===== src/rtl/svbd_pkg.sv =====
// Types, constants and the quarter-wave sine helper for the bulge deformer.
// No dependencies.
`timescale 1ns / 1ps
`default_nettype none
package svbd_pkg;

    localparam logic [1:0] CFG_ENERGY    = 2'd0;
    localparam logic [1:0] CFG_BUMP_GAIN = 2'd1;
    localparam logic [1:0] CFG_PHASE_A   = 2'd2;
    localparam logic [1:0] CFG_PHASE_B   = 2'd3;

    localparam logic CMD_LOAD   = 1'b0;
    localparam logic CMD_VERTEX = 1'b1;

    localparam logic signed [34:0] DOT_THRESH = 35'sd80530637;
    localparam logic [15:0] INV_07_Q15 = 16'd46811;
    localparam logic [11:0] WOB_Q15    = 12'd2294;
    localparam logic [14:0] K14_Q14    = 15'd22938;
    localparam logic [15:0] CAP_MULT   = 16'd52429;
    localparam logic [15:0] ONE_Q15    = 16'd32768;
    localparam logic [13:0] BASE_Q15   = 14'd14746;
    localparam logic [9:0]  BREATH_Q15 = 10'd983;
    localparam logic [13:0] CS_X       = 14'd9127;
    localparam logic [13:0] CS_Y       = 14'd5737;
    localparam logic [13:0] CS_Z       = 14'd7823;
    localparam logic [15:0] QUARTER    = 16'd16384;

    localparam logic [14:0] QUARTER_SINE [17] = '{
        15'd0, 15'd3212, 15'd6393, 15'd9512, 15'd12539, 15'd15446, 15'd18204,
        15'd20787, 15'd23170, 15'd25329, 15'd27245, 15'd28898, 15'd30273,
        15'd31356, 15'd32137, 15'd32609, 15'd32767
    };

    typedef struct packed {
        logic        cmd;
        logic [3:0]  idx;
        logic [15:0] level;
        logic signed [15:0] x;
        logic signed [15:0] y;
        logic signed [15:0] z;
    } q_ent_t;

    typedef struct packed {
        logic [15:0] energy;
        logic [15:0] bump_gain;
        logic [15:0] phase_a;
        logic [15:0] phase_b;
    } cfg_t;

    typedef struct packed {
        logic [14:0] a;
        logic [11:0] diff;
        logic [9:0]  frac;
        logic        neg;
    } sine_pt_t;

    // Table point, slope and fraction for a 16-bit phase (65536 = one turn).
    function automatic sine_pt_t sine_pt(input logic [15:0] p);
        logic [14:0] u;
        logic [4:0]  idx;
        logic [4:0]  idx_hi;
        sine_pt_t    r;
        u = p[14] ? (15'd16384 - {1'b0, p[13:0]}) : {1'b0, p[13:0]};
        idx = u[14:10];
        idx_hi = (idx == 5'd16) ? idx : idx + 5'd1;
        r.a = QUARTER_SINE[idx];
        r.diff = 12'(QUARTER_SINE[idx_hi] - QUARTER_SINE[idx]);
        r.frac = u[9:0];
        r.neg = p[15];
        return r;
    endfunction

endpackage
`default_nettype wire


===== src/rtl/sphere_vertex_bulge_deform.sv =====
// Sphere vertex bulge deformer: takes load and vertex requests on a stream port and
// returns one displaced position per vertex. A load (tuser low) writes one band's level
// and bump centre; a vertex (tuser high) is summed against every band, rippled and scaled.
// A load is written to the band table in the back end's load state. A vertex leaves the
// queue, takes a dot product and threshold test against each band, adds a falloff and
// level product for each band above the 0.3 threshold, then is rippled and scaled, all
// on the single shared 28x28 multiplier. A two-request queue lets the front end keep
// taking requests while the back end works, and the output register holds a finished
// position while the next request proceeds; a back end that finishes while that register
// is still full waits on its last step. Band tables clear at reset through per-entry
// valid bits; there is no clearing pass.
// Depends on svbd_pkg, svbd_front, svbd_queue, svbd_back, svbd_ram.
`timescale 1ns / 1ps
`default_nettype none
module sphere_vertex_bulge_deform #(
    parameter int BANDS = 16
) (
    input  wire logic        clk,
    input  wire logic        rst_n,
    input  wire logic        cfg_we,
    input  wire logic [1:0]  cfg_addr,
    input  wire logic [15:0] cfg_data,
    input  wire logic        s_tvalid,
    output logic             s_tready,
    input  wire logic [71:0] s_tdata,   // band_index, level, dir_x, dir_y, dir_z, pad
    input  wire logic        s_tuser,   // command
    output logic             m_tvalid,
    input  wire logic        m_tready,
    output logic [47:0]      m_tdata    // pos_x, pos_y, pos_z
);
    svbd_pkg::cfg_t   cfg_reg, cfg_next;
    svbd_pkg::q_ent_t in_ent, push_data, pop_data;
    logic q_full, q_push, q_pop, q_empty;

    always_comb
    begin
        cfg_next = cfg_reg;
        if (cfg_we)
        begin
            case (cfg_addr)
                svbd_pkg::CFG_ENERGY:    cfg_next.energy    = cfg_data;
                svbd_pkg::CFG_BUMP_GAIN: cfg_next.bump_gain = cfg_data;
                svbd_pkg::CFG_PHASE_A:   cfg_next.phase_a   = cfg_data;
                svbd_pkg::CFG_PHASE_B:   cfg_next.phase_b   = cfg_data;
                default: ;
            endcase
        end
    end

    always_ff @(posedge clk or negedge rst_n)
    begin
        if (!rst_n)
        begin
            cfg_reg <= '0;
        end
        else
        begin
            cfg_reg <= cfg_next;
        end
    end

    // Unpack the request fields.
    assign in_ent.cmd   = s_tuser;
    assign in_ent.idx   = s_tdata[3:0];
    assign in_ent.level = s_tdata[19:4];
    assign in_ent.x     = s_tdata[35:20];
    assign in_ent.y     = s_tdata[51:36];
    assign in_ent.z     = s_tdata[67:52];

    svbd_front #(.BANDS(BANDS)) u_front (
        .s_tvalid (s_tvalid),
        .s_tready (s_tready),
        .in_ent   (in_ent),
        .q_full   (q_full),
        .q_push   (q_push),
        .q_data   (push_data)
    );

    svbd_queue u_queue (
        .clk       (clk),
        .rst_n     (rst_n),
        .push      (q_push),
        .push_data (push_data),
        .full      (q_full),
        .pop       (q_pop),
        .pop_data  (pop_data),
        .empty     (q_empty)
    );

    svbd_back #(.BANDS(BANDS)) u_back (
        .clk       (clk),
        .rst_n     (rst_n),
        .cfg       (cfg_reg),
        .q_empty   (q_empty),
        .q_data    (pop_data),
        .q_pop     (q_pop),
        .out_valid (m_tvalid),
        .out_ready (m_tready),
        .out_data  (m_tdata)
    );
endmodule
`default_nettype wire


===== src/rtl/svbd_ram.sv =====
// Generic single-write, single-read RAM with registered read data.
// No dependencies.
`timescale 1ns / 1ps
`default_nettype none
module svbd_ram #(
    parameter int WIDTH = 64,
    parameter int DEPTH = 16,
    localparam int AW = (DEPTH > 1) ? $clog2(DEPTH) : 1
) (
    input  wire logic             clk,
    input  wire logic             we,
    input  wire logic [AW-1:0]    waddr,
    input  wire logic [WIDTH-1:0] wdata,
    input  wire logic             re,
    input  wire logic [AW-1:0]    raddr,
    output logic      [WIDTH-1:0] rdata
);
    logic [WIDTH-1:0] mem [DEPTH];

    always_ff @(posedge clk)
    begin
        if (we)
        begin
            mem[waddr] <= wdata;
        end
        if (re)
        begin
            rdata <= mem[raddr];
        end
    end
endmodule
`default_nettype wire


===== src/rtl/svbd_front.sv =====
// Front end: takes input requests, drops loads aimed past the table, queues the rest.
// Depends on svbd_pkg.
`timescale 1ns / 1ps
`default_nettype none
module svbd_front #(
    parameter int BANDS = 16
) (
    input  wire logic            s_tvalid,
    output logic                 s_tready,
    input  wire svbd_pkg::q_ent_t in_ent,
    input  wire logic            q_full,
    output logic                 q_push,
    output svbd_pkg::q_ent_t     q_data
);
    logic idx_ok;

    assign idx_ok   = ({28'd0, in_ent.idx} < 32'(BANDS));
    assign s_tready = !q_full;
    assign q_push   = s_tvalid && !q_full && ((in_ent.cmd == svbd_pkg::CMD_VERTEX) || idx_ok);
    assign q_data   = in_ent;
endmodule
`default_nettype wire


===== src/rtl/svbd_queue.sv =====
// Two-entry request queue between front end and back end.
// Depends on svbd_pkg.
`timescale 1ns / 1ps
`default_nettype none
module svbd_queue (
    input  wire logic             clk,
    input  wire logic             rst_n,
    input  wire logic             push,
    input  wire svbd_pkg::q_ent_t push_data,
    output logic                  full,
    input  wire logic             pop,
    output svbd_pkg::q_ent_t      pop_data,
    output logic                  empty
);
    svbd_pkg::q_ent_t slot_reg [2];
    logic       wr_reg, wr_next;
    logic       rd_reg, rd_next;
    logic [1:0] cnt_reg, cnt_next;

    assign full     = (cnt_reg == 2'd2);
    assign empty    = (cnt_reg == 2'd0);
    assign pop_data = slot_reg[rd_reg];

    always_comb
    begin
        wr_next  = wr_reg ^ push;
        rd_next  = rd_reg ^ pop;
        cnt_next = cnt_reg + {1'b0, push} - {1'b0, pop};
    end

    always_ff @(posedge clk or negedge rst_n)
    begin
        if (!rst_n)
        begin
            wr_reg  <= 1'b0;
            rd_reg  <= 1'b0;
            cnt_reg <= 2'd0;
        end
        else
        begin
            wr_reg  <= wr_next;
            rd_reg  <= rd_next;
            cnt_reg <= cnt_next;
        end
    end

    always_ff @(posedge clk)
    begin
        if (push)
        begin
            slot_reg[wr_reg] <= push_data;
        end
    end
endmodule
`default_nettype wire


===== src/rtl/svbd_back.sv =====
// Back end: table loads, band sweep and ripple/scale sequence on one shared multiplier.
// Depends on svbd_pkg and svbd_ram.
`timescale 1ns / 1ps
`default_nettype none
module svbd_back #(
    parameter int BANDS = 16,
    localparam int AW = (BANDS > 1) ? $clog2(BANDS) : 1
) (
    input  wire logic             clk,
    input  wire logic             rst_n,
    input  wire svbd_pkg::cfg_t   cfg,
    input  wire logic             q_empty,
    input  wire svbd_pkg::q_ent_t q_data,
    output logic                  q_pop,
    output logic                  out_valid,
    input  wire logic             out_ready,
    output logic [47:0]           out_data
);
    typedef enum logic [3:0] {
        S_IDLE = 4'b0001,
        S_LOAD = 4'b0010,
        S_BAND = 4'b0100,
        S_TAIL = 4'b1000
    } state_t;

    state_t state_reg, state_next;
    logic [4:0]    step_reg, step_next;
    logic [AW-1:0] band_reg, band_next;
    logic [BANDS-1:0] vmap_reg, vmap_next;
    logic          vld_reg, vld_next;
    svbd_pkg::q_ent_t ent_reg, ent_next;
    logic signed [34:0] acc_reg, acc_next;
    logic [32:0]   bulge_reg, bulge_next;
    logic signed [55:0] prod_reg;
    logic [15:0]   ps_reg, ps_next, pc_reg, pc_next;
    logic signed [16:0] sv_reg, sv_next, cv_reg, cv_next;
    logic signed [12:0] wob_reg, wob_next;
    logic [15:0]   mult_reg, mult_next, r_reg, r_next;
    logic [15:0]   px_reg, px_next, py_reg, py_next;
    logic          ov_reg, ov_next;
    logic [47:0]   od_reg, od_next;

    logic signed [27:0] mul_a, mul_b;
    logic signed [55:0] prod;
    logic [63:0]   rdata;
    logic          ram_we, ram_re;
    logic [15:0]   c_x, c_y, c_z, lvl;
    logic signed [34:0] dsum, ediff;
    svbd_pkg::sine_pt_t sp_s, sp_c;
    logic [15:0]   sval_s, sval_c;
    logic signed [18:0] msum;
    logic          last_band;

    svbd_ram #(.WIDTH(64), .DEPTH(BANDS)) u_tab (
        .clk   (clk),
        .we    (ram_we),
        .waddr (AW'(ent_reg.idx)),
        .wdata ({ent_reg.level, ent_reg.z, ent_reg.y, ent_reg.x}),
        .re    (ram_re),
        .raddr (band_reg),
        .rdata (rdata)
    );

    // Entries never loaded since reset read as zero.
    assign c_x = vld_reg ? rdata[15:0]  : 16'd0;
    assign c_y = vld_reg ? rdata[31:16] : 16'd0;
    assign c_z = vld_reg ? rdata[47:32] : 16'd0;
    assign lvl = vld_reg ? rdata[63:48] : 16'd0;

    assign ram_we    = (state_reg == S_LOAD);
    assign ram_re    = (state_reg == S_BAND) && (step_reg == 5'd0);
    assign last_band = (band_reg == AW'(BANDS - 1));
    assign dsum      = acc_reg + prod_reg[34:0];
    assign ediff     = acc_reg - svbd_pkg::DOT_THRESH;
    assign sp_s      = svbd_pkg::sine_pt(ps_reg);
    assign sp_c      = svbd_pkg::sine_pt(pc_reg);
    assign sval_s    = {1'b0, sp_s.a} + {4'd0, prod_reg[21:10]};
    assign sval_c    = {1'b0, sp_c.a} + {4'd0, prod_reg[21:10]};
    assign msum      = 19'sd32768 + 19'(prod_reg[34:14]) + 19'(wob_reg);
    assign prod      = mul_a * mul_b;
    assign q_pop     = (state_reg == S_IDLE) && !q_empty;
    assign out_valid = ov_reg;
    assign out_data  = od_reg;

    // Operand selection for the shared multiplier.
    always_comb
    begin
        mul_a = '0;
        mul_b = '0;
        case (state_reg)
            S_BAND:
            begin
                case (step_reg)
                    5'd1:
                    begin
                        mul_a = 28'(ent_reg.x);
                        mul_b = 28'(signed'(c_x));
                    end
                    5'd2:
                    begin
                        mul_a = 28'(ent_reg.y);
                        mul_b = 28'(signed'(c_y));
                    end
                    5'd3:
                    begin
                        mul_a = 28'(ent_reg.z);
                        mul_b = 28'(signed'(c_z));
                    end
                    5'd5:
                    begin
                        mul_a = {7'd0, ediff[34:14]};
                        mul_b = {12'd0, svbd_pkg::INV_07_Q15};
                    end
                    5'd6:
                    begin
                        mul_a = prod_reg[41:14];
                        mul_b = prod_reg[41:14];
                    end
                    5'd7:
                    begin
                        mul_a = {12'd0, lvl};
                        mul_b = prod_reg[42:15];
                    end
                    default:
                    begin
                        mul_a = '0;
                        mul_b = '0;
                    end
                endcase
            end
            S_TAIL:
            begin
                case (step_reg)
                    5'd0:
                    begin
                        mul_a = 28'(ent_reg.x);
                        mul_b = {14'd0, svbd_pkg::CS_X};
                    end
                    5'd1:
                    begin
                        mul_a = 28'(ent_reg.y);
                        mul_b = {14'd0, svbd_pkg::CS_Y};
                    end
                    5'd2:
                    begin
                        mul_a = 28'(ent_reg.z);
                        mul_b = {14'd0, svbd_pkg::CS_Z};
                    end
                    5'd4:
                    begin
                        mul_a = {16'd0, sp_s.diff};
                        mul_b = {18'd0, sp_s.frac};
                    end
                    5'd5:
                    begin
                        mul_a = {16'd0, sp_c.diff};
                        mul_b = {18'd0, sp_c.frac};
                    end
                    5'd7:
                    begin
                        mul_a = 28'(sv_reg);
                        mul_b = 28'(cv_reg);
                    end
                    5'd8:
                    begin
                        mul_a = 28'(signed'(prod_reg[33:15]));
                        mul_b = {16'd0, svbd_pkg::WOB_Q15};
                    end
                    5'd9:
                    begin
                        mul_a = {12'd0, cfg.bump_gain};
                        mul_b = {11'd0, bulge_reg[16:0]};
                    end
                    5'd10:
                    begin
                        mul_a = {10'd0, prod_reg[32:15]};
                        mul_b = {13'd0, svbd_pkg::K14_Q14};
                    end
                    5'd11:
                    begin
                        mul_a = {18'd0, svbd_pkg::BREATH_Q15};
                        mul_b = {12'd0, cfg.energy};
                    end
                    5'd12:
                    begin
                        mul_a = {12'd0, {2'd0, svbd_pkg::BASE_Q15} + prod_reg[30:15]};
                        mul_b = {12'd0, mult_reg};
                    end
                    5'd14:
                    begin
                        mul_a = 28'(ent_reg.x);
                        mul_b = {12'd0, r_reg};
                    end
                    5'd15:
                    begin
                        mul_a = 28'(ent_reg.y);
                        mul_b = {12'd0, r_reg};
                    end
                    // z product is held while the result waits on the output
                    5'd16, 5'd17:
                    begin
                        mul_a = 28'(ent_reg.z);
                        mul_b = {12'd0, r_reg};
                    end
                    default:
                    begin
                        mul_a = '0;
                        mul_b = '0;
                    end
                endcase
            end
            default:
            begin
                mul_a = '0;
                mul_b = '0;
            end
        endcase
    end

    always_comb
    begin
        state_next = state_reg;
        step_next  = step_reg;
        band_next  = band_reg;
        vmap_next  = vmap_reg;
        vld_next   = vld_reg;
        ent_next   = ent_reg;
        acc_next   = acc_reg;
        bulge_next = bulge_reg;
        ps_next    = ps_reg;
        pc_next    = pc_reg;
        sv_next    = sv_reg;
        cv_next    = cv_reg;
        wob_next   = wob_reg;
        mult_next  = mult_reg;
        r_next     = r_reg;
        px_next    = px_reg;
        py_next    = py_reg;
        ov_next    = ov_reg && !out_ready;
        od_next    = od_reg;
        case (state_reg)
            S_IDLE:
            begin
                if (!q_empty)
                begin
                    ent_next   = q_data;
                    band_next  = '0;
                    step_next  = 5'd0;
                    bulge_next = '0;
                    state_next = (q_data.cmd == svbd_pkg::CMD_VERTEX) ? S_BAND : S_LOAD;
                end
            end
            S_LOAD:
            begin
                vmap_next[AW'(ent_reg.idx)] = 1'b1;
                state_next = S_IDLE;
            end
            S_BAND:
            begin
                step_next = step_reg + 5'd1;
                case (step_reg)
                    5'd0: vld_next = vmap_reg[band_reg];
                    5'd2: acc_next = prod_reg[34:0];
                    5'd3: acc_next = dsum;
                    5'd4: acc_next = dsum;
                    5'd5:
                    begin
                        if (acc_reg <= svbd_pkg::DOT_THRESH)
                        begin
                            step_next = 5'd0;
                            band_next = band_reg + AW'(1);
                            if (last_band)
                            begin
                                state_next = S_TAIL;
                            end
                        end
                    end
                    5'd8:
                    begin
                        bulge_next = bulge_reg + prod_reg[47:15];
                        step_next  = 5'd0;
                        band_next  = band_reg + AW'(1);
                        if (last_band)
                        begin
                            state_next = S_TAIL;
                        end
                    end
                    default: ;
                endcase
            end
            S_TAIL:
            begin
                step_next = step_reg + 5'd1;
                case (step_reg)
                    5'd0:
                    begin
                        if (bulge_reg > {17'd0, svbd_pkg::ONE_Q15})
                        begin
                            bulge_next = {17'd0, svbd_pkg::ONE_Q15};
                        end
                    end
                    5'd1: acc_next = prod_reg[34:0];
                    5'd2: ps_next = dsum[27:12] + cfg.phase_a;
                    5'd3: pc_next = prod_reg[27:12] - cfg.phase_b + svbd_pkg::QUARTER;
                    5'd5: sv_next = sp_s.neg ? -17'(sval_s) : 17'(sval_s);
                    5'd6: cv_next = sp_c.neg ? -17'(sval_c) : 17'(sval_c);
                    5'd9: wob_next = prod_reg[27:15];
                    5'd11:
                    begin
                        if (msum > 19'(svbd_pkg::CAP_MULT))
                        begin
                            mult_next = svbd_pkg::CAP_MULT;
                        end
                        else if (msum < 0)
                        begin
                            mult_next = 16'd0;
                        end
                        else
                        begin
                            mult_next = msum[15:0];
                        end
                    end
                    5'd13: r_next = prod_reg[30:15];
                    5'd15: px_next = prod_reg[30:15];
                    5'd16: py_next = prod_reg[30:15];
                    5'd17:
                    begin
                        if (!ov_reg || out_ready)
                        begin
                            ov_next    = 1'b1;
                            od_next    = {prod_reg[30:15], py_reg, px_reg};
                            state_next = S_IDLE;
                        end
                        else
                        begin
                            step_next = step_reg;
                        end
                    end
                    default: ;
                endcase
            end
            default: state_next = S_IDLE;
        endcase
    end

    always_ff @(posedge clk or negedge rst_n)
    begin
        if (!rst_n)
        begin
            state_reg <= S_IDLE;
            step_reg  <= 5'd0;
            band_reg  <= '0;
            vmap_reg  <= '0;
            ov_reg    <= 1'b0;
        end
        else
        begin
            state_reg <= state_next;
            step_reg  <= step_next;
            band_reg  <= band_next;
            vmap_reg  <= vmap_next;
            ov_reg    <= ov_next;
        end
    end

    always_ff @(posedge clk)
    begin
        vld_reg   <= vld_next;
        ent_reg   <= ent_next;
        acc_reg   <= acc_next;
        bulge_reg <= bulge_next;
        prod_reg  <= prod;
        ps_reg    <= ps_next;
        pc_reg    <= pc_next;
        sv_reg    <= sv_next;
        cv_reg    <= cv_next;
        wob_reg   <= wob_next;
        mult_reg  <= mult_next;
        r_reg     <= r_next;
        px_reg    <= px_next;
        py_reg    <= py_next;
        od_reg    <= od_next;
    end
endmodule
`default_nettype wire


===== config.mk =====
export PLATFORM = sky130hd
export DESIGN_NAME = sphere_vertex_bulge_deform
export DESIGN_NICKNAME = d
export VERILOG_FILES = /design/src/rtl/svbd_pkg.sv /design/src/rtl/sphere_vertex_bulge_deform.sv /design/src/rtl/svbd_ram.sv /design/src/rtl/svbd_front.sv /design/src/rtl/svbd_queue.sv /design/src/rtl/svbd_back.sv
export SDC_FILE = /design/constraint.sdc
export NUM_CORES = 2
export LEC_CHECK = 0
export BUFFER_PORTS_ARGS = -buffer_cell sky130_fd_sc_hd__buf_2
export CAP_MARGIN = 20
export CORE_MARGIN = 3
export CORE_UTILIZATION = 40
export DETAILED_ROUTE_END_ITERATION = 10
export GPL_TIMING_DRIVEN = 0
export SETUP_SLACK_MARGIN = 0.15
export SLEW_MARGIN = 20
export SYNTH_ARGS = -nofsm -noshare
export SYNTH_HDL_FRONTEND = slang
export SYNTH_SLANG_ARGS = --single-unit

===== constraint.sdc =====
create_clock -name clk -period 17.2 [get_ports clk]
set_input_delay 3.44 -clock clk [delete_from_list [all_inputs] [get_ports clk]]
set_output_delay 3.44 -clock clk [all_outputs]
set_load 0.01 [all_outputs]

== Word-level counts from Yosys, hierarchy flattened ==
Memory sizes are Yosys's and may differ from the RTL's. A register that Yosys moved wholly into a read port is not among the register bits.
Cells that the tools add are included.

* Register bits: 474
* Latch bits: 0
* Memory bits (writable): 1162
* Memory bits (read-only): 1920
* Input port bits: 96
* Word-level logic and storage cells: 227
* Memories kept: 6

* Add/sub/neg operators: 23
* $mul: 1
* Div/mod/pow operators: 0
* Order comparisons: 11
* Equal/unequal tests: 39
* Shifts and indexed selects: 0
* Muxes and demuxes: 62
* Bitwise operators: 8
* Reductions and logical operators: 43

{| class="wikitable"
|+ Memories
! memory !! depth !! width !! rd ports !! clocked after memory_dff !! write ports !! line !! source
|-
| u_back.u_tab.mem || 16 || 64 || 1 || 1 || 1 || svbd_ram.sv:18 || <nowiki>logic [WIDTH-1:0] mem [DEPTH];</nowiki>
|-
| (no name shown) || 32 || 15 || 1 || 0 || 0 || svbd_pkg.sv:66 || <nowiki>r.a = QUARTER_SINE[idx];</nowiki>
|-
| (no name shown) || 32 || 15 || 1 || 0 || 0 || svbd_pkg.sv:67 || <nowiki>r.diff = 12'(QUARTER_SINE[idx_hi] - QUARTER_SINE[idx]);</nowiki>
|-
| (no name shown) || 32 || 15 || 1 || 0 || 0 || svbd_pkg.sv:67 ||
|-
| (no name shown) || 32 || 15 || 1 || 0 || 0 || svbd_pkg.sv:66 ||
|-
| u_queue.slot_reg || 2 || 69 || 1 || 0 || 1 || svbd_queue.sv:15 || <nowiki>svbd_pkg::q_ent_t slot_reg [2];</nowiki>
|}

{| class="wikitable"
|+ Operator list
! operator !! count
|-
| $pmux 28 s12 || 1
|-
| $pmux 28 s6 || 2
|-
| $pmux 28 s11 || 1
|-
| $pmux 35 s2 || 2
|-
| $mux 33 || 4
|-
| $mux 16 || 7
|-
| $pmux 28 s2 || 2
|-
| $pmux 33 s3 || 1
|-
| $mux 15 || 6
|-
| $mul 28x28->48 || 1
|-
| $mux 12 || 4
|-
| $eq 5x4->1 const B || 8
|-
| $add 35x35->35 || 1
|-
| $le 35x28->1 const B || 1
|-
| $mux 35 || 1
|-
| $sub 35x28->35 const B || 1
|-
| $neg 16->17 || 2
|-
| $add 33x33->33 || 1
|-
| $gt 33x16->1 const B || 1
|-
| $add 15x12->16 || 2
|-
| $mux 5 || 6
|-
| $reduce_and 2->1 || 15
|-
| $sub 15x14->15 const A || 2
|-
| $mux 4 || 7
|-
| 55 further kinds || 108
|}

== Depth between registers and ports, before layout ==
* Depth after elaboration: 12
* Gate-level depth with buffers: 57

== Cells and area by module ==
A second synthesis with hierarchy kept.

* Cells, all modules: 7722
* Area, all modules: 101577.4 µm²

{| class="wikitable"
|+ By module, submodules not included
! module !! times used !! cells each !! area each (µm²)
|-
| svbd_back || 1 || 5637 || 52877.0
|-
| svbd_ram || 1 || 1647 || 40222.3
|-
| svbd_queue || 1 || 231 || 5539.1
|-
| sphere_vertex_bulge_deform || 1 || 136 || 2411.1
|-
| svbd_front || 1 || 71 || 528.0
|}

== Worst setup path before layout ==
Ideal clock, no wire load.

* Kind: register to register
* From: register u_back.pc_reg[4]
* To: register u_back.prod_reg[46]
* Library setup time: 118 ps
* Arrival time: 12551 ps
* Required time: 17082 ps
* Setup slack: 4530 ps
* Stages on the path, launching flop included: 51
* Path buffers: 4
* Clock period less this slack: 12670 ps
* Cells stage by stage: edfxtp_1 -> or4_1 -> clkbuf_1 -> o31ai_1 -> xor2_1 -> inv_1 -> ha_1 -> nor2_1 -> inv_1 -> ha_1 -> clkbuf_1 -> mux2_2 -> o221ai_1 -> and2_1 -> ha_1 -> inv_1 -> fa_1 -> a21o_1 -> (+15 left out) -> fa_1 -> inv_1 -> fa_1 -> fa_1 -> fa_1 -> ha_1 -> ha_1 -> and3_1 -> nand4_1 -> nor2_1 -> nand2b_1 -> o21ai_0 -> o21ai_0 -> o31ai_1 -> a21oi_1 -> o311ai_0 -> a21oi_1 -> xnor2_1

* Word-level cells in the longest chain between the ends: 12
* Elaborated cells on any way between the ends: 19
* Those cells by class: add/sub (3); mul (1); eq/ne (1); mux (10); bitwise (2); memory (2)

{| class="wikitable"
|+ Ends and longest elaborated chain
! item !! line !! source
|-
| start: declaration || svbd_back.sv:35 || <nowiki>logic [15:0] ps_reg, ps_next, pc_reg, pc_next;</nowiki>
|-
| start signal: assignment || svbd_back.sv:374 || <nowiki>pc_reg <= pc_next;</nowiki>
|-
| $sub 15x14->15 || svbd_pkg.sv:63 || <nowiki>u = p[14] ? (15'd16384 - {1'b0, p[13:0]}) : {1'b0, p[13:0]};</nowiki>
|-
| $mux 15 * || svbd_pkg.sv:63 ||
|-
| $add 5x1->5 or $eq 5x5->1 (tied branches) || svbd_pkg.sv:65 || <nowiki>idx_hi = (idx == 5'd16) ? idx : idx + 5'd1;</nowiki>
|-
| $mux 5 || svbd_pkg.sv:65 ||
|-
| $not 5->6 (implied by the code) || svbd_pkg.sv:67 ||
|-
| $mem_v2 32x15 || - ||
|-
| $mux 12 (implied by the code) (2 in series) || svbd_pkg.sv:67 ||
|-
| $sub 12x12->12 || svbd_pkg.sv:67 ||
|-
| $pmux 28 s11 || svbd_back.sv:133 || <nowiki>case (step_reg)</nowiki>
|-
| $pmux 28 s2 || svbd_back.sv:90 || <nowiki>case (state_reg)</nowiki>
|-
| $mul 28x28->48 * || svbd_back.sv:80 || <nowiki>assign prod = mul_a * mul_b;</nowiki>
|-
| net u_back.prod[46] || svbd_back.sv:44 || <nowiki>logic signed [55:0] prod;</nowiki>
|-
| end signal: assignment || svbd_back.sv:372 || <nowiki>prod_reg <= prod;</nowiki>
|-
| end: declaration || svbd_back.sv:34 || <nowiki>logic signed [55:0] prod_reg;</nowiki>
|}

The timed path passes the listed nets; every way through them passes the cells marked *. The select of a mux whose other input is x is not followed.
A chain may end at the register's enable or synchronous reset.

== Final worst setup path ==
* From: register u_back.pc_reg[0]
* To: register u_back.prod_reg[47]

The elaborated chain is that of the path after synthesis.

==> results.toml <==
[hold_path]
hold_depth = 0
worst_hold_path_type = "flop to flop"

[synth]
synthFlopType = "edfxtp_1"
synth_common_cells = "1554 x edfxtp_1, 815 x inv_1, 799 x nand2_1"
synth-xor-area-share_pct = 2.57
ys_ff_latch = 1700
syn-num-nets = 9152
async_flop_share_pct = 5.76
synth.area.top_cells = "edfxtp_1 46%, fa_1 15%, ha_1 5.0%"
synth_top_family_by_area = "adder cells"
yosysTopAreaCellShare_pct = 46.2
synthAdderAreaFrac_pct = 19.7
synthMuxAreaShare_pct = 7.33
syn_area_mm2 = 0.101
syn_area_per_cell_um2 = 12.8
yosys.area_share.simple_pct = 7.72
synth_cells = 7911
synth_compound_area_share_pct = 8.72
ys_seq_area_share_pct = 49.6
yosysTopAreaCell = "edfxtp_1"
synth-edff-count = 1554
synth.most_common_cell = "edfxtp_1"
yosysWarnings = 0
ys_types = 96

[die]
num_io_pins = 146
die_y_um = 509
fp-row-count = 183
start_util_pct = 40.4
dieArea_mm2 = 0.259
fp.dieW_um = 509
fp.coreArea_mm2 = 0.250

[worst_setup_path]
crit_path_frequent_cell = "fa_1"
arrival_ns = 17.06
required_ns = 17.88
critPathKind = "flop to flop"
crit_path_max_fanout = 10
reg2reg_depth = 49
cp_slowest_cell = "clkdlybuf4s15_1"
critPathLaunchType = "flop"
max_stage_delay_ns = 0.77
worst_setup_path_end_kind = "flop"

[layout]
drive_gt1_share_pct = 12.0
instances_no_fill = 11800
final_util_pct = 45.6
areaGrowthSynthToFinish_pct = 12.8
largest_reg_flops = 1024
fin_nets = 9603

[timing]
finalHoldViolCount = 0
fmax_mhz = 61.0
min_period_ns = 16.38
setup_viol = 0
worstMarginPinSlew_ns = 1.20
rsz0062_at_grt = "false"
fin_ws_ns = 0.817
tns_ns = 0
post-route-period-util_pct = 95.3
slew_violations = 0
max-slew-margin-rel_pct = 20.1
worst_hold_slack_ns = 0.416
fin_skew_ns = 0.0646

[place]
io_buffers = 141
dp_worst_setup_slack_ns = -0.311
place_congestion = 0.999
dp.cells = 11500
dp_hpwl_um = 261000

[routing]
drt_iter0_drc = 8013
num_vias = 68000
wl_per_cell_um = 28.6
viasPerCell = 5.74
antenna_left = 0
drt_wl_total_um = 339000
drc = 4
drtPass1Iterations = 11

[clock_tree]
clk_latency_ns = 0.83
clk_path_buf_depth = 3
htree_levels = 4
cts_buffers = 168
cts.sinks = 1700
post_cts_buffers = 0
cts_hold_buf = 0
cts_tree = "yes"
clk_pin_slew_worst_paths_ns = 0.06
cts-root-buf = "clkbuf_16"

[grt]
gr-usage-all-layers_pct = 26.0
grt_max_degree = 68
grt_overflow_total = 0
grt_antenna_before_repair = 35
grt_pass1_wl_um = 487000
grt_pass1_vias = 68500

[power]
power_density_mw_per_mm2 = 102
leakagePower_nw = 43.2
ir_drop_mv = 0.125

[run]
cap_viol_max_count = 0

[run_status]
violations = "design-rule violations"
status = "finished, violations left"
-- worst paths after layout --
path                                         from                   to  slack (ns)
worst min-delay path            u_back.py_reg[10]  u_back.out_data[26]        0.42
worst max-delay path             u_back.pc_reg[0]  u_back.prod_reg[47]        0.82
worst min register to register  u_back.py_reg[10]  u_back.out_data[26]        0.42
min in group asynchronous                   rst_n       u_queue.rd_reg        2.51
max in group asynchronous                   rst_n           cfg_reg[6]       13.87
worst max register to register   u_back.pc_reg[0]  u_back.prod_reg[47]        0.82
-- report_power, final --
| part | internal [mW] | leakage [nW] | switching, mW |
|---|---|---|---|
| Combinational | 0.713 | 25.0 | 1.29 |
| Clock | 1.97 | 2.55 | 1.63 |
| Sequential | 5.32 | 15.7 | 0.700 |
| Total | 8.01 | 43.2 | 3.62 |
-- worst max-delay path: cells and delay by family (launching register included) --
kind            cells  cell delay, ns
fa+ha+maj          14            5.66
compound gates     16            5.16
buf+inv             9            1.81
simple gates        6            1.69
xor+xnor            3            0.99
flops               1            0.53
mux                 1            0.39
-- metal layers --
metal | vias to the layer above | part of all wire, % | GRT usage [%]
met4 | 4 | 5.0 | 10.9
met1 | 34900 | 41 | 35.3
met3 | 695 | 8.6 | 4.97
li1 | 29100 | - | -
met5 | - | 0.0074 | 0
met2 | 3248 | 45 | 41.0
-- timing repair --
item | in CTS | in global routing
cloned | 0 | 0
endpoints found under the hold margin | 0 | 0
setup endpoints to repair | 6 | 15
gates resized for setup | 2 | 14
-- metrics by stage --
stage	total power, mW	instance area [um^2]
after floorplan	6.83	101000
after detailed placement	8.06	109000
after global routing	12.0	114000
after CTS	11.7	114000
final	11.6	114000
after global placement	7.94	106000
-- area by class of cell --
class / instances / area, um^2
fill: 22500 / 136000
inverter: 816 / 3060
clock inverter: 84 / 923
antenna: 6 / 15.0
multi-input combinational: 5029 / 46900
tap: 3330 / 4170
timing repair buffer: 282 / 2990
clock buffer: 219 / 4420
buffer: 365 / 1410
sequential: 1700 / 50100
-- placed cells by master, fill, tap and decap left out, drive strengths merged, types with 121 or more instances in the layout --
master,count
nor2,395
ha,404
a21oi,275
mux2i,203
mux4,131
mux2,215
buf,326
edfxtp,1554
fa,741
inv,823
a22oi,121
nand2,799
xnor2,183
a221oi,121
clkbuf,539
o21ai,327
-- cells by family (layout without fill, tap and decap cells) --
| group | after synthesis | count (layout) |
|---|---|---|
| AO/OA/AOI/OAI | 1311 | 1311 |
| XOR/XNOR | 291 | 291 |
| adder cells (fa/ha/maj) | 1145 | 1145 |
| buffers and inverters | 1182 | 1766 |
| flip-flops | 1700 | 1700 |
| multiplexers | 549 | 549 |
| other | 0 | 6 |
| AND/OR/NAND/NOR | 1733 | 1733 |
Power figures use the tool's default switching activity.
